--- src/fse_pkg.sv ---
// ----------------------------------------------------------------------------
// fse_pkg
// Shared types, constants and sine-table helpers for the Fourier series engine.
// ----------------------------------------------------------------------------
`default_nettype none

package fse_pkg;

    localparam int MAX_TERMS        = 64;
    localparam int MAX_SUBINTERVALS = 4096;
    localparam int TABLE_BITS       = 8;
    localparam int QTAB             = 1 << TABLE_BITS;

    localparam int IDX_W  = $clog2(MAX_TERMS);
    localparam int CNT_W  = $clog2(MAX_TERMS + 1);
    localparam int SUB_W  = 13;
    localparam int PH_W   = 16;
    localparam int STEP_W = 17;
    localparam int WT_W   = 17;
    localparam int Q_W    = 32;
    localparam int TRIG_W = 16;
    localparam int T_W    = 35;
    localparam int PROD_W = T_W + TRIG_W;
    localparam int FW_W   = Q_W + WT_W + 2;
    localparam int CA_W   = 36;
    localparam int ACC_W  = 58;

    localparam int IN_DATA_W  = 136;
    localparam int IN_USER_W  = 2;
    localparam int OUT_DATA_W = 104;
    localparam int CFG_IDX_W  = 3;
    localparam int CFG_DATA_W = 17;

    // Cycles between the last issued term and the final result step.
    localparam int DRAIN_CYC = 3;

    localparam logic [63:0] PI_Q30  = 64'd3373259426;
    localparam logic [63:0] QTAB_X2 = 64'(2 * QTAB);

    localparam logic [1:0] CMD_WRITE  = 2'd0;
    localparam logic [1:0] CMD_READ   = 2'd1;
    localparam logic [1:0] CMD_EVAL   = 2'd2;
    localparam logic [1:0] CMD_SAMPLE = 2'd3;

    localparam logic [1:0] ST_OK         = 2'd0;
    localparam logic [1:0] ST_BAD_INDEX  = 2'd1;
    localparam logic [1:0] ST_BAD_SAMPLE = 2'd2;

    localparam logic [CFG_IDX_W-1:0] CFG_NUM_TERMS   = 3'd0;
    localparam logic [CFG_IDX_W-1:0] CFG_NUM_SUB     = 3'd1;
    localparam logic [CFG_IDX_W-1:0] CFG_START_PHASE = 3'd2;
    localparam logic [CFG_IDX_W-1:0] CFG_PHASE_STEP  = 3'd3;
    localparam logic [CFG_IDX_W-1:0] CFG_WEIGHT      = 3'd4;

    typedef logic signed [TRIG_W-1:0] t_qwave [0:QTAB];

    typedef struct packed {
        logic             accept;
        logic             mem_op;
        logic             issue;
        logic [IDX_W-1:0] addr;
        logic             load_out;
    } t_dp_ctl;

    typedef struct packed {
        logic [1:0]       cmd;
        logic [CNT_W-1:0] n_terms;
        logic             run_zero;
        logic             out_free;
    } t_dp_stat;

    // Quarter sine wave in Q1.15 from a Taylor series, evaluated at elaboration.
    // Each term divides by (2n)(2n+1) for n = 1 to 8.
    function automatic t_qwave build_qwave();
        t_qwave             tab;
        logic [63:0]        x;
        logic [63:0]        x2;
        logic [63:0]        term;
        logic signed [63:0] sum;
        logic signed [63:0] r;
        for (int k = 0; k <= QTAB; k++) begin
            x    = (64'(k) * PI_Q30 + 64'(QTAB)) / QTAB_X2;
            x2   = (x * x) >> 30;
            term = x;
            sum  = $signed(x);
            term = ((term * x2) >> 30) / 64'd6;
            sum  = sum - $signed(term);
            term = ((term * x2) >> 30) / 64'd20;
            sum  = sum + $signed(term);
            term = ((term * x2) >> 30) / 64'd42;
            sum  = sum - $signed(term);
            term = ((term * x2) >> 30) / 64'd72;
            sum  = sum + $signed(term);
            term = ((term * x2) >> 30) / 64'd110;
            sum  = sum - $signed(term);
            term = ((term * x2) >> 30) / 64'd156;
            sum  = sum + $signed(term);
            term = ((term * x2) >> 30) / 64'd210;
            sum  = sum - $signed(term);
            term = ((term * x2) >> 30) / 64'd272;
            sum  = sum + $signed(term);
            if (sum < 0) begin
                sum = 0;
            end
            r = (sum + 64'sd16384) >>> 15;
            if (r > 64'sd32767) begin
                r = 64'sd32767;
            end
            tab[k] = TRIG_W'(r);
        end
        return tab;
    endfunction

    localparam t_qwave QWAVE = build_qwave();

    function automatic logic signed [TRIG_W-1:0] sin_lookup(input logic [PH_W-1:0] ph);
        logic [1:0]                q;
        logic [TABLE_BITS-1:0]     k;
        logic [TABLE_BITS:0]       a;
        logic signed [TRIG_W-1:0]  v;
        q = ph[PH_W-1 -: 2];
        k = ph[PH_W-3 -: TABLE_BITS];
        a = q[0] ? ((TABLE_BITS+1)'(QTAB) - {1'b0, k}) : {1'b0, k};
        v = QWAVE[a];
        return q[1] ? -v : v;
    endfunction

    // Clip to 32 bits; bit 32 of the result flags a clip.
    function automatic logic [Q_W:0] sat_q(input logic signed [47:0] v);
        logic [Q_W:0] res;
        if (v > 48'sd2147483647) begin
            res = {1'b1, 32'h7FFF_FFFF};
        end else if (v < -48'sd2147483648) begin
            res = {1'b1, 32'h8000_0000};
        end else begin
            res = {1'b0, v[Q_W-1:0]};
        end
        return res;
    endfunction

endpackage

`default_nettype wire

--- src/fse_ctrl.sv ---
// ----------------------------------------------------------------------------
// fse_ctrl
// Sequencer: accepts one command, runs its memory access or coefficient walk,
// drains the datapath pipeline and hands the result to the output register.
// ----------------------------------------------------------------------------
`default_nettype none

module fse_ctrl
    import fse_pkg::*;
(
    input  wire logic     i_clk,
    input  wire logic     i_rst_n,
    input  wire logic     i_in_valid,
    output logic          o_in_ready,
    input  wire t_dp_stat i_stat,
    output t_dp_ctl       o_ctl
);

    localparam logic [2:0] S_IDLE  = 3'd0;
    localparam logic [2:0] S_PREP  = 3'd1;
    localparam logic [2:0] S_CALC  = 3'd2;
    localparam logic [2:0] S_MEMOP = 3'd3;
    localparam logic [2:0] S_RUN   = 3'd4;
    localparam logic [2:0] S_DRAIN = 3'd5;
    localparam logic [2:0] S_FIN   = 3'd6;

    logic [2:0]       r_state, n_state;
    logic [CNT_W-1:0] r_cnt, n_cnt;

    always_comb begin
        n_state      = r_state;
        n_cnt        = r_cnt;
        o_in_ready   = 1'b0;
        o_ctl        = '0;
        o_ctl.addr   = r_cnt[IDX_W-1:0];
        case (r_state)
            S_IDLE: begin
                o_in_ready = 1'b1;
                if (i_in_valid) begin
                    o_ctl.accept = 1'b1;
                    n_state      = S_PREP;
                end
            end
            S_PREP: begin
                n_state = S_CALC;
            end
            S_CALC: begin
                n_cnt = '0;
                if (i_stat.cmd == CMD_WRITE || i_stat.cmd == CMD_READ) begin
                    n_state = S_MEMOP;
                end else if (i_stat.run_zero) begin
                    n_state = S_FIN;
                end else begin
                    n_state = S_RUN;
                end
            end
            S_MEMOP: begin
                o_ctl.mem_op = 1'b1;
                n_state      = S_FIN;
            end
            S_RUN: begin
                o_ctl.issue = 1'b1;
                if (r_cnt + 1'b1 == i_stat.n_terms) begin
                    n_cnt   = '0;
                    n_state = S_DRAIN;
                end else begin
                    n_cnt = r_cnt + 1'b1;
                end
            end
            S_DRAIN: begin
                if (r_cnt == CNT_W'(DRAIN_CYC - 1)) begin
                    n_state = S_FIN;
                end else begin
                    n_cnt = r_cnt + 1'b1;
                end
            end
            S_FIN: begin
                if (i_stat.out_free) begin
                    o_ctl.load_out = 1'b1;
                    n_state        = S_IDLE;
                end
            end
            default: begin
                n_state = S_IDLE;
            end
        endcase
    end

    always_ff @(posedge i_clk) begin
        if (!i_rst_n) begin
            r_state <= S_IDLE;
            r_cnt   <= '0;
        end else begin
            r_state <= n_state;
            r_cnt   <= n_cnt;
        end
    end

endmodule

`default_nettype wire

--- config.mk ---
export PLATFORM = sky130hd
export DESIGN_NAME = fse_ctrl
export DESIGN_NICKNAME = d
export VERILOG_FILES = /design/src/fse_pkg.sv /design/src/fse_ctrl.sv
export SDC_FILE = /design/constraint.sdc
export NUM_CORES = 1
export LEC_CHECK = 0
export ABC_AREA = 0
export BUFFER_PORTS_ARGS = -buffer_cell sky130_fd_sc_hd__buf_2
export CAP_MARGIN = 0
export CORE_AREA = 2 2 45 47
export CTS_BUF_LIST = sky130_fd_sc_hd__clkbuf_4 sky130_fd_sc_hd__clkbuf_8
export CTS_CLUSTER_SIZE = 8
export DETAILED_ROUTE_END_ITERATION = 6
export DIE_AREA = 0 0 47 49
export PLACE_DENSITY = 0.8
export SYNTH_ARGS = -nofsm -noshare
export SYNTH_HDL_FRONTEND = slang
export SYNTH_SLANG_ARGS = --single-unit
--- constraint.sdc ---
create_clock -name i_clk -period 2.4 [get_ports i_clk]
set_input_delay 0.12 -clock i_clk [delete_from_list [all_inputs] [get_ports i_clk]]
set_output_delay 0.12 -clock i_clk [all_outputs]
set_load 0.02 [all_outputs]
### Word-level counts from Yosys, hierarchy flattened

Cells that the tools add are included.

| operators by class | value |
|---|---|
| add/sub/neg operators | 1 |
| $mul | 0 |
| muxes and demuxes | 17 |
| reductions and logical operators | 6 |
| shifts and indexed selects | 0 |
| div/mod/pow operators | 0 |
| bitwise gates (word level) | 0 |
| equal/unequal tests | 14 |
| order comparisons | 0 |

Operators with widths:

| cell | number |
|---|---|
| $pmux 3 s7 | 1 |
| $pmux 7 s3 | 1 |
| $mux 3 | 5 |
| $mux 7 | 2 |
| $ne 2x2->1 const B | 5 |
| $eq 3x3->1 const B | 3 |
| $add 7x1->7 const B | 1 |
| $eq 7x2->1 const B | 1 |
| $eq 7x7->1 | 1 |
| $mux 1 | 7 |
| $eq 3x2->1 const B | 2 |
| $reduce_and 4->1 | 1 |
| $eq 3x1->1 const B | 1 |
| $logic_not 3->1 | 1 |
| $reduce_bool 3->1 | 1 |
| $eq 2x1->1 const B | 1 |
| $logic_not 2->1 | 1 |
| $mux 2 | 1 |
| $reduce_and 2->1 | 1 |
| $logic_or 1x1->1 | 1 |

| storage, ports and cells | value |
|---|---|
| output and inout bits | 11 |
| bits of input ports | 14 |
| memory bits (writable) | 0 |
| memories kept | 0 |
| bits in read-only memories | 0 |
| bits in latches | 0 |
| register bits after elaboration | 10 |

### Longest topological paths before layout

Gate-level depths: netlist of the first run.

| depth | value |
|---|---|
| depth after elaboration | 4 |
| gate-level depth with buffers | 7 |

### Worst setup path after synthesis of the first run

OpenSTA, ideal clock, no wires.

| path | value |
|---|---|
| kind | flip-flop to flip-flop |
| start | register r_cnt[0] |
| end | register r_state[0] |
| required time | 2.330 ns |
| data arrival time | 1.968 ns |
| slack | 0.362 ns |
| buffers on the path | 0 |
| stages on the path, launching flop included | 7 |
| setup time | 0.070 ns |
| cell sequence | dfxtp_1 -> inv_1 -> ha_1 -> xnor2_1 -> a2111o_1 -> or4_1 -> a21boi_1 |

| on the way | value |
|---|---|
| longest elaborated chain between the ends | 4 |

Ends and longest elaborated chain:

| element | line | RTL |
|---|---|---|
| from (decl) | fse_ctrl.sv:28 | `logic [CNT_W-1:0] r_cnt, n_cnt;` |
| from (signal assigned) | fse_ctrl.sv:95 | `r_cnt <= n_cnt;` |
| $add 7x1->7 | fse_ctrl.sv:63 | `if (r_cnt + 1'b1 == i_stat.n_terms) begin` |
| $eq 7x7->1 | fse_ctrl.sv:63 |  |
| $ne 2x2->1 (no line) | - |  |
| $reduce_and 4->1 (no line) * | - |  |
| to (signal assigned) | fse_ctrl.sv:94 | `r_state <= n_state;` |
| to (decl) | fse_ctrl.sv:27 | `logic [2:0] r_state, n_state;` |

Every way passes the cells marked *; elsewhere a longest branch is shown, timed or not.
A chain may end at the register's enable or synchronous reset.

### Final worst setup path of the first run

Ends and elaborated chain as after synthesis.

==> results_dict.tcl, run 1 <==
set metrics [dict create \
    status "complete, no violations" \
    grt_max_degree 16 \
    die-area_um2 2300 \
    clk_pin_slew_ps 70 \
    netlist_instances 116 \
    clk_latency_ps 270 \
    die_w_um 47 \
    grt_pass1_wl_um 3200 \
    post_cts_buffers 0 \
    finalSetupViolCount 0 \
    drtIter0Drc 16 \
    finalCritPeriodShare 0.922 \
    cts_buffers 3 \
    hold_viol_final 0 \
    ios 25 \
    worst-r2r-setup-slack_ps 190 \
    syn-cell-area_um2 880 \
    syn_nets 132 \
    peakVddDrop_v 0.000473 \
    cp_top_family "compound AO/OA/AOI/OAI gates" \
    routed_wl_um 1980 \
    whs_endpoint "r_state[1]" \
    globalplace.congestion 0.900 \
    ys.flop_type "dfxtp_1" \
    via_per_inst 5.34 \
    path_max_fanout 8 \
    yosysWarnings 0 \
    endpoint_kind "register" \
    synth_edf_count 0 \
    crit_path_top_delay_cell "dfxtp_1" \
    netlist-cell-type-count 39 \
    cap_violations 0 \
    port-buffer-count 23 \
    crit_path_cell_trace "inv_1, ha_1, xnor2_1, a2111o_1, or4_1, a21boi_1" \
    p_leak_uw 0.000433 \
    most-common-layout-cells "23 x buf_2, 13 x nor2_1, 12 x o21ai_0" \
    cts_resized 0 \
    p_per_area_nw_per_um2 648 \
    max_freq_mhz 452 \
    hold_depth 3 \
    track_usage 0.185 \
    overflow 0 \
    crit_required_ps 2610 \
    fin_crit_ps 2210 \
    layout.cells.most_common "buf_2" \
    cts_htree_levels 1 \
    stdcell_area_um2 1030 \
    cp.arrival_ps 2420 \
    area_growth_pct 16.8 \
    cts.path.max_buffers 2 \
    reg2reg_depth 6 \
    hp-start "i_rst_n" \
    detail_route.first_pass.iterations 4 \
    core_um2 1840 \
    relSlewSlack 0.633 \
    clock_sinks 10 \
    clock-skew-final_ps 2.15 \
    antenna_found_initial 0 \
    grt_pass1_vias 754 \
    regToRegStartpoint "r_cnt[0]" \
    drc 0 \
    postCtsHoldBufs 0 \
    avgSynthCellArea_um2 7.58 \
    critPathLaunchType "register" \
    dpl_cell_area_um2 991 \
    avgRoutedWirePerCell_um 12.1 \
    critPathLaunch "r_cnt[0]" \
    cts_tree "built" \
    vias 875 \
    cpPeakStageDelay_ps 500 \
    tns_ps 0 \
    tightest_slew_ps 545 \
    std_cell_rows 16 \
    insertedDiodeCount 0 \
    nNetsFinal 154 \
    hp-class "input port to register" \
    path_buf_inv 1 \
    initial_core_util 0.478 \
    path_class "register to register" \
    ys_ff_latch 10 \
    async_flop_share 0 \
    drv_slew 0 \
    rsz0062_at_grt "false" \
    final_antenna_net_count 0 \
    layout-drive-gt1-share 0.263 \
    root_buffer "clkbuf_4" \
    dp_hpwl_um 1550 \
    r2r-end "r_state[0]" \
    die_y_um 49 \
    yosysSeqAreaShare 0.228 \
]
-- worst max path at each step --
| stage | end | slack, ps | depth (start not counted) |
|---|---|---|---|
| floorplan | r_state[0] | 360 | 6 |
| global placement | r_state[0] | 250 | 6 |
| detailed placement | r_state[0] | 200 | 6 |
| CTS | r_state[0] | 180 | 6 |
| global route | r_state[0] | 50 | 6 |
| finish | r_state[0] | 190 | 6 |
-- flip-flops by register name (all words and copies together), names as in the netlist --
register  flops
r_cnt         7
r_state       3
-- synth_stat cells (4+ instances only) --
| master | instances | area [µm²] |
|---|---|---|
| nor2_1 | 13 | 48.8 |
| o21ai_0 | 12 | 60.1 |
| dfxtp_1 | 10 | 200 |
| buf_4 | 7 | 52.6 |
| xnor2_1 | 7 | 61.3 |
| xor2_1 | 7 | 61.3 |
| nor3_1 | 6 | 30.0 |
| inv_1 | 4 | 15.0 |
| nand2_1 | 4 | 15.0 |
-- final cells by class --
type                       count  area, µm²
sequential                    10        200
tap                           27       33.8
fill                         193        815
multi-input combinational     91        589
clock buffer                   4       36.3
timing repair buffer          28        153
inverter                       4       15.0
-- report_power, final --
group | switching, µW | total, µW | internal (µW)
Sequential | 50.1 | 236 | 185
Combinational | 157 | 273 | 116
Clock | 65.1 | 157 | 92.2
-- per-stage QoR --
stage	utilization	cells	hold WS, ps	setup WS, ps	power (µW)
2_1_floorplan	-	116	256	362	433
3_3_place_gp	0.538	160	434	251	502
3_5_place_dp	0.538	160	436	196	511
4_1_cts	0.558	164	146	177	667
5_1_grt	0.558	164	168	52.4	709
6_report	0.558	164	154	186	666
-- kinds of logic (layout without fill, tap and decap cells) --
family | after synthesis | count (layout) | share of synthesized area
AO/OA/AOI/OAI | 29 | 29 | 0.213
XOR/XNOR | 14 | 14 | 0.139
adder cells (fa/ha/maj) | 2 | 2 | 0.0284
buffers and inverters | 15 | 36 | 0.102
flip-flops | 10 | 10 | 0.228
AND/OR/NAND/NOR | 46 | 46 | 0.289
-- tightest hold or removal path: stages --
cell and delay (ps):
buf_2 140, o21ai_0 80, nor2_1 40
-- per-layer routing --
layer,wire [µm],up-vias,track usage
met1,916,393,0.255
met4,23,0,0.0833
met5,0,-,0
met3,100,2,0.0111
met2,943,29,0.285
li1,-,451,-
Power figures use the tool's default switching activity.
==> run 2: changes to the inputs <==
==> config.mk (replaced) <==
export PLATFORM = sky130hd
export DESIGN_NAME = fse_ctrl
export DESIGN_NICKNAME = d
export VERILOG_FILES = /design/src/fse_pkg.sv /design/src/fse_ctrl.sv
export SDC_FILE = /design/constraint.sdc
export NUM_CORES = 1
export LEC_CHECK = 0
export ABC_AREA = 1
export BUFFER_PORTS_ARGS = -buffer_cell sky130_fd_sc_hd__buf_2
export CAP_MARGIN = 0
export CORE_AREA = 2 2 48 50
export CTS_BUF_LIST = sky130_fd_sc_hd__clkbuf_4 sky130_fd_sc_hd__clkbuf_8
export CTS_CLUSTER_SIZE = 8
export DETAILED_ROUTE_END_ITERATION = 6
export DIE_AREA = 0 0 50 52
export PLACE_DENSITY = 0.77
export SYNTH_ARGS = -nofsm -noshare
export SYNTH_HDL_FRONTEND = slang
export SYNTH_SLANG_ARGS = --single-unit
==> run 2 against run 1 <==
Total power grew 40%. Final area grew 8.4%. Die area grew 13%. Core utilization shrank 2.9 points. Clock power shrank 3%. Critical endpoint is now r_state[2].
==> results_dict.tcl, run 2 <==
set metrics [dict create \
    status "complete, no violations" \
    clock_sinks 10 \
    overflow 0 \
    relSlewSlack 0.632 \
    synth_common_cells "48 x nand2_1, 32 x inv_1, 20 x nand3_1" \
    path_class "register to register" \
    top_regs "r_cnt: 7 flops, r_state: 3 flops" \
    netlist_instances 167 \
    core_um2 2110 \
    detail_route.first_pass.iterations 4 \
    async_flop_share 0 \
    cts_tree "built" \
    syn-cell-area_um2 972 \
    avgSynthCellArea_um2 5.82 \
    synth_compound_area_frac 0.0837 \
    cts_buffers 3 \
    grt_max_degree 10 \
    syn_nets 183 \
    cp.arrival_ps 2140 \
    yosys.area.top_type "dfxtp_1" \
    vias 1034 \
    yosysSeqAreaShare 0.206 \
    area_growth_pct 14.5 \
    die_w_um 50 \
    grt_pass1_wl_um 3660 \
    track_usage 0.182 \
    critPathLaunchType "register" \
    synth.area.top_cells "dfxtp_1 21%, nand2_1 19%, inv_1 12%" \
    cts.path.max_buffers 2 \
    crit_required_ps 2560 \
    post_cts_buffers 0 \
    drv_slew 0 \
    nNetsFinal 205 \
    path_buf_inv 2 \
    cap_violations 0 \
    endpoint_kind "register" \
    synth_fa_ha_area_frac 0.0257 \
    peakVddDrop_v 0.000583 \
    path_max_fanout 7 \
    via_per_inst 4.79 \
    synth_top_family_by_area "simple AND/OR/NAND/NOR gates" \
    dp_hpwl_um 1670 \
    power_uw 931 \
    tns_ps 0 \
    cts_resized 0 \
    max_freq_mhz 506 \
    final_antenna_net_count 0 \
    routed_wl_um 2080 \
    yosys.area_share.simple 0.493 \
    ys.flop_type "dfxtp_1" \
    finalCritPeriodShare 0.823 \
    rsz0062_at_grt "false" \
    cpPeakStageDelay_ps 460 \
    ios 25 \
    p_per_area_nw_per_um2 836 \
    globalplace.congestion 0.803 \
    ys_ff_latch 10 \
    port-buffer-count 23 \
    antenna_found_initial 0 \
    clock-skew-final_ps 3.68 \
    netlist-cell-type-count 25 \
    clk_pin_slew_ps 70 \
    largest_reg_flops 7 \
    die-area_um2 2600 \
    hold_viol_final 0 \
    root_buffer "clkbuf_4" \
    std_cell_rows 17 \
    tightest_slew_ps 549 \
    cts_htree_levels 1 \
    fin_crit_ps 1980 \
    crit_path_top_delay_cell "dfxtp_1" \
    layout-drive-gt1-share 0.229 \
    avgRoutedWirePerCell_um 9.61 \
    postCtsHoldBufs 0 \
    finalSetupViolCount 0 \
    synth_top_area_frac 0.206 \
    synth_edf_count 0 \
    layout.cells.most_common "nand2_1" \
    cp_top_family "simple AND/OR/NAND/NOR gates" \
    synth.area.mux_share 0 \
    drtIter0Drc 22 \
    top_register "r_cnt" \
    synth.most_common_cell "nand2_1" \
    drc 0 \
    hp-class "input port to register" \
    clk_latency_ps 270 \
    synth_xor_area_frac 0.0180 \
    p_leak_uw 0.000636 \
    most-common-layout-cells "48 x nand2_1, 32 x inv_1, 23 x buf_2" \
    yosysWarnings 0 \
    crit_path_cell_trace "inv_1, ha_1, xor2_1, nand2_1, nor2_1, nand2_2, nor2_4, nand2_4, nand2_4, nand2_2, o21bai_1, inv_1" \
    initial_core_util 0.462 \
    grt_pass1_vias 896 \
    insertedDiodeCount 0 \
    die_y_um 52 \
]
-- run 2: cell families (layout without fill, tap and decap cells) --
group,after synthesis,count (layout)
simple gates,101,101
buf+inv,39,60
xor+xnor,2,2
fa+ha+maj,2,2
compound gates,13,13
flops,10,10
-- run 2: worst paths after layout --
check	from	endpoint	slack, ps	cells past startpoint
hold / removal	i_rst_n	r_cnt[3]	140	3
hold reg to reg	r_cnt[0]	r_cnt[0]	580	2
setup / recovery	r_cnt[0]	r_state[2]	420	12
setup reg to reg	r_cnt[0]	r_state[2]	420	12
-- run 2: final cells by class --
| type | instances | area (µm²) |
|---|---|---|
| Multi-Input combinational cell | 118 | 603 |
| Inverter | 33 | 124 |
| Fill cell | 221 | 992 |
| Clock buffer | 4 | 36.3 |
| Tap cell | 28 | 35.0 |
| Timing Repair Buffer | 23 | 115 |
| Sequential cell | 10 | 200 |
-- run 2: per-layer routing --
| metal | track usage | vias to the layer above | share of wire |
|---|---|---|---|
| met5 | 0 | - | 0 |
| met2 | 0.322 | 25 | 0.48 |
| met4 | 0.0833 | 0 | 0.012 |
| met1 | 0.216 | 456 | 0.45 |
| met3 | 0.0259 | 4 | 0.050 |
| li1 | - | 549 | - |
-- run 2: power by group --
group          switching, µW  internal (µW)  leakage, µW
sequential              66.0            206    0.0000816
clock                   60.6           92.2    0.0000210
combinational            330            177     0.000533
total                    457            475     0.000636
-- run 2: through the flow --
stage / util / cells / area [µm²] / hold WS (ps) / setup slack, ps
finish: 0.529 / 216 / 1110 / 137 / 424
global route: 0.529 / 216 / 1110 / 139 / 215
CTS: 0.529 / 216 / 1110 / 127 / 413
detailed placement: 0.512 / 212 / 1080 / 411 / 426
global placement: 0.512 / 212 / 1080 / 408 / 486
floorplan: - / 167 / 972 / 218 / 651
-- run 2: worst min-delay path, cell delays in order --
cell	delay [ps]
buf_2	140
nand2_1	70
inv_1	30
